[src/design/sts_pkg.sv]
// ----------------------------------------------------------------------------
// sts_pkg: shared types and constants for the script token scanner
// token kinds, scan modes, keyword table and character classes
// ----------------------------------------------------------------------------
package sts_pkg;

  localparam int KEYWORD_BUFFER_CHARS_DEF = 8;
  localparam int OFFSET_BITS_DEF          = 24;
  localparam int NUM_KEYWORDS             = 16;
  localparam int KEYWORD_MAX              = 8;

  localparam logic [5:0] K_LPAREN = 6'd0;
  localparam logic [5:0] K_RPAREN = 6'd1;
  localparam logic [5:0] K_LBRACE = 6'd2;
  localparam logic [5:0] K_RBRACE = 6'd3;
  localparam logic [5:0] K_COMMA  = 6'd4;
  localparam logic [5:0] K_DOT    = 6'd5;
  localparam logic [5:0] K_MINUS  = 6'd6;
  localparam logic [5:0] K_PLUS   = 6'd7;
  localparam logic [5:0] K_SEMI   = 6'd8;
  localparam logic [5:0] K_SLASH  = 6'd9;
  localparam logic [5:0] K_STAR   = 6'd10;
  localparam logic [5:0] K_BANG   = 6'd11;
  localparam logic [5:0] K_EQUAL  = 6'd13;
  localparam logic [5:0] K_GREATER = 6'd15;
  localparam logic [5:0] K_LESS   = 6'd17;
  localparam logic [5:0] K_IDENT  = 6'd19;
  localparam logic [5:0] K_STRING = 6'd20;
  localparam logic [5:0] K_NUMBER = 6'd21;
  localparam logic [5:0] K_ERROR  = 6'd38;
  localparam logic [5:0] K_EOF    = 6'd39;

  localparam logic [1:0] ERR_NONE       = 2'd0;
  localparam logic [1:0] ERR_UNEXPECTED = 2'd1;
  localparam logic [1:0] ERR_UNTERM     = 2'd2;

  typedef enum logic [3:0] {
    M_IDLE, M_SLASH, M_COMMENT, M_OP2, M_IDENT,
    M_NUMBER, M_NUMDOT, M_FRACTION, M_STRING
  } scan_mode_t;

  typedef struct packed {
    logic [5:0]  kind;
    logic [1:0]  err;
    logic [23:0] start;
    logic [15:0] len;
    logic [15:0] line;
    logic        last;
  } token_t;

  typedef logic [KEYWORD_MAX-1:0][7:0] kw_text_t;

  function automatic kw_text_t kw_text(input int i);
    kw_text_t t;
    t = '0;
    case (i)
      0:  t = {"\0\0\0\0\0dna"};
      1:  t = {"\0\0\0ssalc"};
      2:  t = {"\0\0\0\0esle"};
      3:  t = {"\0\0\0eslaf"};
      4:  t = {"\0\0\0\0\0rof"};
      5:  t = {"noitcnuf"};
      6:  t = {"\0\0\0\0\0\0fi"};
      7:  t = {"\0\0\0\0llun"};
      8:  t = {"\0\0\0\0\0\0ro"};
      9:  t = {"\0\0\0tnirp"};
      10: t = {"\0\0nruter"};
      11: t = {"\0\0\0repus"};
      12: t = {"\0\0\0\0siht"};
      13: t = {"\0\0\0\0eurt"};
      14: t = {"\0\0\0\0\0rav"};
      15: t = {"\0\0\0elihw"};
      default: t = '0;
    endcase
    return t;
  endfunction

  function automatic logic [3:0] kw_len(input int i);
    logic [3:0] l;
    case (i)
      0, 4, 14:                   l = 4'd3;
      1, 3, 9, 11, 15:            l = 4'd5;
      2, 7, 12, 13:               l = 4'd4;
      5:                          l = 4'd8;
      6, 8:                       l = 4'd2;
      10:                         l = 4'd6;
      default:                    l = 4'd0;
    endcase
    return l;
  endfunction

  function automatic logic is_digit(input logic [7:0] c);
    return (c >= "0") && (c <= "9");
  endfunction

  function automatic logic is_alpha(input logic [7:0] c);
    return ((c >= "a") && (c <= "z")) || ((c >= "A") && (c <= "Z")) || (c == "_");
  endfunction

  function automatic logic [5:0] op_base(input logic [7:0] c);
    logic [5:0] k;
    case (c)
      "!":     k = K_BANG;
      "=":     k = K_EQUAL;
      ">":     k = K_GREATER;
      default: k = K_LESS;
    endcase
    return k;
  endfunction

endpackage

[src/design/script_token_scanner_core.sv]
// ----------------------------------------------------------------------------
// script_token_scanner_core: character-at-a-time lexical scanner
// takes one character per word, emits tokens with kind, offset, length, line
// ----------------------------------------------------------------------------
// channel | direction | handshake          | payload
// in      | input     | in_valid/in_stall  | char_byte, end_of_text
// out     | output    | out_valid/out_stall| token_kind .. last_of_run
//
// one input word is taken per cycle while the result queue holds at most one
// token; a word makes zero to three tokens, which leave one per cycle while out is not stalled.
// the four-entry result queue sets the rate: a word making several tokens
// holds input off until the queue has drained back to at most one token.
// rst clears scan state, position, line count and the queue.
// stalls on out back up into in_stall through the queue fill.
// ----------------------------------------------------------------------------
module script_token_scanner_core #(
  parameter int KEYWORD_BUFFER_CHARS = sts_pkg::KEYWORD_BUFFER_CHARS_DEF,
  parameter int OFFSET_BITS          = sts_pkg::OFFSET_BITS_DEF
) (
  input  logic        clk,
  input  logic        rst,
  input  logic        in_valid,
  output logic        in_stall,
  input  logic [7:0]  char_byte,
  input  logic        end_of_text,
  output logic        out_valid,
  input  logic        out_stall,
  output logic [5:0]  token_kind,
  output logic [1:0]  error_code,
  output logic [23:0] start_offset,
  output logic [15:0] token_length,
  output logic [15:0] line_number,
  output logic        last_of_run
);
  import sts_pkg::*;

  localparam int OB = OFFSET_BITS;
  localparam int WB = $clog2(KEYWORD_BUFFER_CHARS);

  scan_mode_t    mode, mode_next;
  logic [7:0]    pend, pend_next;
  logic [OB-1:0] tstart, tstart_next;
  logic [OB-1:0] pos, pos_next;
  logic [15:0]   line, line_next;
  logic [3:0]    wlen, wlen_next;
  logic [7:0]    wbuf [KEYWORD_BUFFER_CHARS];
  logic          wr_en;
  logic [WB-1:0] wr_idx;

  token_t        q [4];
  logic [1:0]    rd, wr;
  logic [2:0]    count;
  token_t        res [3];
  logic [1:0]    n;

  logic accept, pop;

  assign in_stall  = (count > 3'd1);
  assign accept    = in_valid && !in_stall;
  assign out_valid = (count != 3'd0);
  assign pop       = out_valid && !out_stall;

  assign token_kind   = q[rd].kind;
  assign error_code   = q[rd].err;
  assign start_offset = q[rd].start;
  assign token_length = q[rd].len;
  assign line_number  = q[rd].line;
  assign last_of_run  = q[rd].last;

  function automatic logic [15:0] span(input logic [OB-1:0] from, input logic [OB:0] to);
    logic [OB:0] d;
    d = to - {1'b0, from};
    if (to < {1'b0, from}) return 16'd0;
    if (d > (OB+1)'(65535)) return 16'hffff;
    return 16'(d);
  endfunction

  function automatic token_t mk(input logic [5:0] k, input logic [1:0] e,
                                input logic [OB-1:0] s, input logic [15:0] l,
                                input logic [15:0] ln);
    token_t t;
    t.kind  = k;
    t.err   = e;
    t.start = 24'(s);
    t.len   = l;
    t.line  = ln;
    t.last  = 1'b0;
    return t;
  endfunction

  function automatic logic [5:0] word_kind(input logic [3:0] len,
                                           input logic [KEYWORD_MAX-1:0][7:0] b);
    logic [5:0] k;
    logic       m;
    kw_text_t   t;
    k = K_IDENT;
    for (int i = NUM_KEYWORDS - 1; i >= 0; i--) begin
      t = kw_text(i);
      m = (kw_len(i) == len);
      for (int j = 0; j < KEYWORD_MAX; j++) begin
        if (j < int'(kw_len(i)) && b[j] != t[j]) m = 1'b0;
      end
      if (m) k = K_IDENT + 6'd3 + 6'(i);
    end
    return k;
  endfunction

  logic [KEYWORD_MAX-1:0][7:0] wview;
  always_comb begin
    for (int j = 0; j < KEYWORD_MAX; j++) wview[j] = wbuf[j];
  end

  always_comb begin
    logic       fresh;
    logic       do_flush;
    logic [15:0] ln;
    logic [OB:0] p1;
    res[0] = '0;
    res[1] = '0;
    res[2] = '0;
    n = 2'd0;
    fresh = 1'b0;
    do_flush = 1'b0;
    ln = line;
    p1 = {1'b0, pos};
    mode_next = mode;
    pend_next = pend;
    tstart_next = tstart;
    line_next = line;
    wlen_next = wlen;
    wr_en = 1'b0;
    wr_idx = '0;
    pos_next = (pos != {OB{1'b1}}) ? pos + OB'(1) : pos;

    if (end_of_text) begin
      do_flush = 1'b1;
    end else begin
      case (mode)
        M_SLASH: begin
          if (char_byte == "/") mode_next = M_COMMENT;
          else begin do_flush = 1'b1; fresh = 1'b1; end
        end
        M_COMMENT: begin
          if (char_byte == "\n") fresh = 1'b1;
        end
        M_OP2: begin
          if (char_byte == "=") begin
            res[n] = mk(op_base(pend) + 6'd1, ERR_NONE, tstart, 16'd2, ln);
            n = n + 2'd1;
            mode_next = M_IDLE;
          end else begin do_flush = 1'b1; fresh = 1'b1; end
        end
        M_IDENT: begin
          if (is_alpha(char_byte) || is_digit(char_byte)) begin
            if (32'(wlen) < KEYWORD_BUFFER_CHARS) begin
              wr_en = 1'b1;
              wr_idx = WB'(wlen);
            end
            if (wlen != 4'd15) wlen_next = wlen + 4'd1;
          end else begin do_flush = 1'b1; fresh = 1'b1; end
        end
        M_NUMBER: begin
          if (char_byte == ".") mode_next = M_NUMDOT;
          else if (!is_digit(char_byte)) begin do_flush = 1'b1; fresh = 1'b1; end
        end
        M_NUMDOT: begin
          if (is_digit(char_byte)) mode_next = M_FRACTION;
          else begin do_flush = 1'b1; fresh = 1'b1; end
        end
        M_FRACTION: begin
          if (!is_digit(char_byte)) begin do_flush = 1'b1; fresh = 1'b1; end
        end
        M_STRING: begin
          if (char_byte == "\"" || char_byte == "'") begin
            res[n] = mk(K_STRING, ERR_NONE, tstart, span(tstart, p1 + (OB+1)'(1)), ln);
            n = n + 2'd1;
            mode_next = M_IDLE;
          end else if (char_byte == "\n") begin
            if (line != 16'hffff) line_next = line + 16'd1;
          end
        end
        default: fresh = 1'b1;
      endcase
    end

    if (do_flush) begin
      mode_next = M_IDLE;
      case (mode)
        M_SLASH: begin
          res[n] = mk(K_SLASH, ERR_NONE, tstart, 16'd1, ln);
          n = n + 2'd1;
        end
        M_OP2: begin
          res[n] = mk(op_base(pend), ERR_NONE, tstart, 16'd1, ln);
          n = n + 2'd1;
        end
        M_IDENT: begin
          res[n] = mk(word_kind(wlen, wview), ERR_NONE, tstart, span(tstart, p1), ln);
          n = n + 2'd1;
        end
        M_NUMBER, M_FRACTION: begin
          res[n] = mk(K_NUMBER, ERR_NONE, tstart, span(tstart, p1), ln);
          n = n + 2'd1;
        end
        M_NUMDOT: begin
          res[n] = mk(K_NUMBER, ERR_NONE, tstart, span(tstart, p1 - (OB+1)'(1)), ln);
          n = n + 2'd1;
          res[n] = mk(K_DOT, ERR_NONE, pos - OB'(1), 16'd1, ln);
          n = n + 2'd1;
        end
        M_STRING: begin
          res[n] = mk(K_ERROR, ERR_UNTERM, tstart, span(tstart, p1), ln);
          n = n + 2'd1;
        end
        default: ;
      endcase
    end

    if (end_of_text) begin
      res[n] = mk(K_EOF, ERR_NONE, pos, 16'd0, ln);
      n = n + 2'd1;
      mode_next = M_IDLE;
      pend_next = 8'd0;
      tstart_next = '0;
      pos_next = '0;
      line_next = 16'd1;
      wlen_next = 4'd0;
    end else if (fresh) begin
      mode_next = M_IDLE;
      tstart_next = pos;
      case (char_byte)
        " ", "\r", "\t": ;
        "\n": if (line != 16'hffff) line_next = line + 16'd1;
        "(": begin res[n] = mk(K_LPAREN, ERR_NONE, pos, 16'd1, ln); n = n + 2'd1; end
        ")": begin res[n] = mk(K_RPAREN, ERR_NONE, pos, 16'd1, ln); n = n + 2'd1; end
        "{": begin res[n] = mk(K_LBRACE, ERR_NONE, pos, 16'd1, ln); n = n + 2'd1; end
        "}": begin res[n] = mk(K_RBRACE, ERR_NONE, pos, 16'd1, ln); n = n + 2'd1; end
        ",": begin res[n] = mk(K_COMMA, ERR_NONE, pos, 16'd1, ln); n = n + 2'd1; end
        ".": begin res[n] = mk(K_DOT, ERR_NONE, pos, 16'd1, ln); n = n + 2'd1; end
        "-": begin res[n] = mk(K_MINUS, ERR_NONE, pos, 16'd1, ln); n = n + 2'd1; end
        "+": begin res[n] = mk(K_PLUS, ERR_NONE, pos, 16'd1, ln); n = n + 2'd1; end
        ";": begin res[n] = mk(K_SEMI, ERR_NONE, pos, 16'd1, ln); n = n + 2'd1; end
        "*": begin res[n] = mk(K_STAR, ERR_NONE, pos, 16'd1, ln); n = n + 2'd1; end
        "/": mode_next = M_SLASH;
        "!", "=", ">", "<": begin
          pend_next = char_byte;
          mode_next = M_OP2;
        end
        "\"", "'": mode_next = M_STRING;
        default: begin
          if (is_alpha(char_byte)) begin
            wr_en = 1'b1;
            wr_idx = '0;
            wlen_next = 4'd1;
            mode_next = M_IDENT;
          end else if (is_digit(char_byte)) begin
            mode_next = M_NUMBER;
          end else begin
            res[n] = mk(K_ERROR, ERR_UNEXPECTED, pos, 16'd1, ln);
            n = n + 2'd1;
          end
        end
      endcase
    end

    if (n != 2'd0) res[n - 2'd1].last = 1'b1;
  end

  always_ff @(posedge clk) begin
    if (rst) begin
      mode   <= M_IDLE;
      pend   <= 8'd0;
      tstart <= '0;
      pos    <= '0;
      line   <= 16'd1;
      wlen   <= 4'd0;
    end else if (accept) begin
      mode   <= mode_next;
      pend   <= pend_next;
      tstart <= tstart_next;
      pos    <= pos_next;
      line   <= line_next;
      wlen   <= wlen_next;
    end
  end

  always_ff @(posedge clk) begin
    if (accept && !end_of_text && wr_en) wbuf[wr_idx] <= char_byte;
  end

  always_ff @(posedge clk) begin
    if (accept) begin
      for (int k = 0; k < 3; k++) begin
        if (2'(k) < n) q[wr + 2'(k)] <= res[k];
      end
    end
  end

  always_ff @(posedge clk) begin
    if (rst) begin
      rd    <= 2'd0;
      wr    <= 2'd0;
      count <= 3'd0;
    end else begin
      if (pop) rd <= rd + 2'd1;
      if (accept) wr <= wr + n;
      count <= count + (accept ? {1'b0, n} : 3'd0) - (pop ? 3'd1 : 3'd0);
    end
  end

endmodule

[config.mk]
export PLATFORM = sky130hd
export DESIGN_NAME = script_token_scanner_core
export DESIGN_NICKNAME = d
export VERILOG_FILES = /design/src/design/sts_pkg.sv /design/src/design/script_token_scanner_core.sv
export SDC_FILE = /design/constraint.sdc
export NUM_CORES = 1
export LEC_CHECK = 0
export BUFFER_PORTS_ARGS = -buffer_cell sky130_fd_sc_hd__buf_4
export CAP_MARGIN = 20
export CORE_ASPECT_RATIO = 1.2
export CORE_MARGIN = 1
export CORE_UTILIZATION = 30
export DETAILED_ROUTE_END_ITERATION = 6
export HOLD_SLACK_MARGIN = 0.1
export MAX_ROUTING_LAYER = met4
export SKIP_CTS_REPAIR_TIMING = 1
export SLEW_MARGIN = 10
export SYNTH_ARGS = -nofsm -noshare
export SYNTH_HDL_FRONTEND = slang
export SYNTH_SLANG_ARGS = --single-unit
[constraint.sdc]
create_clock -name clk -period 16.3 [get_ports clk]
set_input_delay 3.26 -clock clk [delete_from_list [all_inputs] [get_ports clk]]
set_output_delay 3.26 -clock clk [all_outputs]
set_load 0.005 [all_outputs]
## After elaboration in Yosys (flattened, before gate mapping)

Memories as Yosys holds them, arrays and structs flattened. A register that Yosys moved wholly into a read port is not among the register bits.
Index checks and enable logic that the tools add are counted.
Widths: inputs -> output; s select.

- Eq/ne operators: 175
- Bitwise logic cells: 4
- Mux-type cells: 411
- $mul: 0
- Shift operators: 0
- Reductions and logical operators: 165
- Divide/modulo/power cells: 0
- Order comparisons: 73
- $add $sub $neg: 20

Operators by type and width:

| operator | number |
|---|---|
| $bwmux 195 | 20 |
| $pmux 195 s11 | 1 |
| $mux 64 | 33 |
| $mux 195 | 6 |
| $pmux 195 s6 | 1 |
| $ne 8x8->1 | 128 |
| $demux 65 s2 | 4 |
| $mux 16 | 32 |
| $mux 65 | 5 |
| $mux 1 | 225 |
| $eq 8x6->1 const B | 19 |
| $logic_and 1x1->1 | 139 |
| $mux 6 | 23 |
| $pmux 65 s2 | 1 |
| $mux 4 | 27 |
| $lt 3x4->1 const A | 24 |
| $mux 24 | 4 |
| $gt 25x16->1 const B | 3 |
| $lt 25x24->1 | 2 |
| $sub 25x24->25 | 2 |
| $lt 1x4->1 const A | 12 |
| $lt 2x4->1 const A | 12 |
| $eq 8x7->1 const B | 4 |
| $mux 3 | 10 |
| other kinds (60) | 111 |

- Memories: 2
- Logic and storage cells: 859
- Output and inout port bits: 67
- Bits in latches: 0
- RAM bits: 324
- ROM bits: 0
- Flip-flop bits (word level): 87

Memories:

| memory | depth | width | rd ports | clocked after memory_dff | wr ports | RTL line | source |
|---|---|---|---|---|---|---|---|
| q | 4 | 65 | 1 | 1 | 3 | script_token_scanner_core.sv:50 | `token_t q [4];` |
| wbuf | 8 | 8 | 8 | 0 | 1 | script_token_scanner_core.sv:46 | `logic [7:0] wbuf [KEYWORD_BUFFER_CHARS];` |

## Depth between registers and ports, before layout

- Word-level depth: 50
- Depth in mapped cells: 23

## Worst setup path after synthesis

No wires, ideal clock.

- Path type: in2reg
- From: input port char_byte[4]
- To: memory q[0][0] (netlist name), enable pin
- Stages: 14
- Required time: 15.716 ns
- Slack: 4.632 ns
- Path buffers: 2
- Library setup time: 0.584 ns
- Arrival: 11.085 ns
- Cells stage by stage: or4b_1 -> buf_2 -> or4_1 -> nor3b_4 -> a221oi_2 -> nand2b_1 -> nand2_1 -> ha_1 -> a21oi_1 -> mux2i_2 -> buf_4 -> nand2b_1 -> and2_1 -> o31ai_1

RTL lines:

| item | RTL line | source |
|---|---|---|
| start, declared | script_token_scanner_core.sv:24 | `input logic [7:0] char_byte,` |
| end, declared | script_token_scanner_core.sv:50 |  |

==> results.yml <==
timing:
  fmax_mhz: 118
  setup_tns_ns: 0
  setup_slack_ns: 7.86
  hold_viol: 0
  timing.final.crit_share_pct: 51.8
  rsz0062_at_grt: "no"
  finalCriticalPeriod_ns: 8.44
  slew_headroom_pct: 26.0
  finalSetupViolCount: 0
  finClkSkew_ns: 0.0363
  worstMarginPinSlew_ns: 1.11
  maxSlewViolCount: 0
clock_network:
  root_buffer: "clkbuf_16"
  path_clk_slew_ns: 0.06
  cts_max_path_buffers: 3
  numCtsBuffers: 40
  numClockSinks: 413
  cts.htree.levels: 2
  cts_tree: "built"
  clkLatencyLatePin_ns: 0.60
status:
  status: "finished, violations left"
  violations: "design-rule violations"
final_layout:
  diodes: 0
  finalNetCount: 2822
  syn2layout_area_growth_pct: 11.1
  fin_cells: 3909
  drive_gt1_share_pct: 11.8
  fillers: 9054
critical_path:
  startpoint: "char_byte[4]"
  ff2ff_setup_slack_ns: 9.11
  rr_worst_depth: 17
  crit_path_start_kind: "input port"
  slowest_delay_ns: 0.81
  crit_path_frequent_cell: "buf_4"
  critPathBufInv: 3
  crit_chain: "buf_4 -> or4b_1 -> a2111oi_2 -> a21oi_1 -> nor2_2 -> buf_4 -> o22ai_1 -> ha_1 -> a21oi_1 -> mux2i_2 -> nand2b_1 -> and2_1 -> o21ai_4 -> buf_4"
  crit_arrival_ns: 8.66
  regToRegEndpoint: "q[0][31]"
  cp_slowest_cell: "o21ai_4"
  path_class: "input port to register"
  r2r-start: "pos[0]"
  critical_path.top_delay_family: "compound AO/OA/AOI/OAI gates"
  crit_fanout: 41
  cp_data_required_time_ns: 16.52
  worst-path-stages: 14
  endpoint_kind: "register"
  crit_end: "q[3][10]"
synthesis:
  syn-cell-area_sq_um: 27200
  yosys-top-cells-area: "edfxtp_1 (36%), dfxtp_1 (6.6%), mux4_2 (5.4%)"
  synthCells: 2774
  async_flop_share_pct: 0
  yosysTopAreaCell: "edfxtp_1"
  yosys_warnings: 0
  syn_area_per_cell_sq_um: 9.80
  ys_seq_area_share_pct: 42.3
  post-synth-top-count-cell: "edfxtp_1"
  synth_fp_nets: 2876
  synth_top_flop_cell: "edfxtp_1"
  synth_edf_count: 324
  yosys-top-cells-count: "edfxtp_1 (324), nor2_1 (217), clkbuf_1 (176), nand2_1 (173), o21ai_0 (173)"
  ys_seq_elements: 413
  synth_top_area_share_pct: 35.8
  ys_types: 99
worst_hold_path:
  hold_class: "register to register"
routing:
  via_count: 22988
  postRouteAntennaNets: 0
  drtIter0Drc: 2297
  finalWirelength_mm: 88.7
  wl_met2_mm: 42.5
  wl_per_cell_um: 22.7
  dr_wl_met3_mm: 5.49
  met1Wirelength_mm: 37.8
  drtPass1Iterations: 7
  viasPerCell: 5.88
  top_layer: "met4"
  drc: 15
die:
  ios: 80
  core_area_sq_um: 89500
  dieArea_sq_um: 91900
  num_rows: 120
  initial_utilization_pct: 30.4
  die_x_um: 277
  die_height_um: 332
power_and_ir_drop:
  peakVddDrop_v: 0.0000673
  finalPower_uw: 3100
  netSwitchingFraction_pct: 31.0
  power_density_nw_per_um2: 103
  clkPwrFrac_pct: 32.2
  seqPwrFrac_pct: 41.0
  p_switching_uw: 959
  comb_power_share_pct: 26.8
  p_int_uw: 2140
  power.leakage_uw: 0.00991
global_route:
  grt_pass1_vias: 22137
  grt_max_degree: 98
  grt_antenna_before_repair: 0
  globalRouteTotalUtil_pct: 19.2
  gr-total-overflow: 0
  grt_pass1_wl_mm: 135
place:
  io_buffers: 79
  pre_cts_slack_ns: 7.29
  gp_congestion: 0.975
  dp.cells: 3834
  hpwlAfterDp_mm: 64.0
job:
  cap_violations: 0
-- metrics by stage --
stage / cell area [sq um] / hold WS, ns / utilization (%)
2_1_floorplan: 27200 / 0.463 / -
6_report: 30200 / 0.512 / 33.8
3_5_place_dp: 28800 / 0.497 / 32.2
3_3_place_gp: 28800 / 0.490 / 32.2
5_1_grt: 30200 / 0.532 / 33.8
4_1_cts: 30200 / 0.514 / 33.7
-- flip-flops by register name, indices dropped and copies added (netlist names), named ones only --
name    cells
count       3
pend        8
wlen        4
pos        24
wbuf       64
q         260
rd          2
mode        4
wr          2
tstart     24
line       16
-- area by class of cell --
cell class	count	area [sq um]	share of cell area, %
inverters	74	279	0.924
flip-flops and latches	413	11500	38.1
well taps	1159	1450	4.80
clock buffers	42	1010	3.34
multi-input cells	2064	14600	48.4
clock inverters	30	368	1.22
repair buffers	127	948	3.14
-- worst reg2reg max path, cell delays in order (launching register included) --
cell and delay [ns]:
dfxtp_1 0.58, inv_1 0.29, ha_1 0.28, or4b_1 0.57, or4b_1 0.71, nor4_1 0.28, xor2_1 0.26, ha_1 0.36
nand2_1 0.17, o21ai_0 0.24, a221o_1 0.41, a21oi_1 0.23, mux2_2 0.37, nor4_1 0.30, nand4_1 0.72, o31ai_1 0.51
nand3_1 0.36, nor2b_1 0.27
-- power by group through the flow --
stage | combinational (uW) | clock (uW) | sequential, uW
floorplan | 516 | 0 | 1260
global placement | 833 | 0 | 1290
detailed placement | 830 | 0 | 1300
CTS | 834 | 1010 | 1270
global route | 889 | 1040 | 1280
finish | 829 | 999 | 1270
-- kinds of logic (layout without fill, tap and decap cells) --
kind of cell             after synthesis  after routing  synth area share, %
AO/OA/AOI/OAI                        844            844                 21.6
buffers and inverters                297            273                 4.33
flip-flops                           413            413                 42.3
XOR/XNOR                              99             99                 3.19
AND/OR/NAND/NOR                      957            957                 18.6
multiplexers                          75             75                 5.78
adder cells (fa/ha/maj)               89             89                 4.21
-- routing by layer --
layer	vias up	track usage, %
li1	10636	-
met1	11228	24.8
met2	965	31.3
met3	159	1.98
met4	0	6.87
met5	-	-
-- cells in the final DEF, fill, tap and decap left out, types with 21 or more instances in the layout --
cell type / count
nand2b_1: 28
buf_4: 125
clkbuf_16: 40
o21ai_0: 169
or3_1: 24
nor2_1: 213
nand3_1: 95
a31oi_1: 23
mux4_2: 65
nor2b_1: 88
ha_1: 85
o21a_1: 23
a22o_1: 21
nand2_1: 173
and2_1: 78
a22oi_1: 66
nor4_1: 29
edfxtp_1: 324
xnor2_1: 55
nor3_1: 68
dfxtp_1: 87
a32oi_1: 85
a21oi_1: 155
xor2_1: 42
o31ai_1: 73
inv_1: 71
nand4_1: 29
a21o_1: 32
and3_1: 22
-- how the worst min path moves through the flow --
stage / startpoint / end / slack [ns] / depth (start not counted)
2_1_floorplan: pend[5] / pend[5] / 0.46 / 2
3_3_place_gp: pend[5] / pend[5] / 0.49 / 2
3_5_place_dp: pend[5] / pend[5] / 0.50 / 2
4_1_cts: pend[2] / pend[2] / 0.51 / 2
5_1_grt: pend[6] / pend[6] / 0.53 / 1
6_report: pend[2] / pend[2] / 0.51 / 2
No activity file was read; power rests on OpenSTA's default activity.
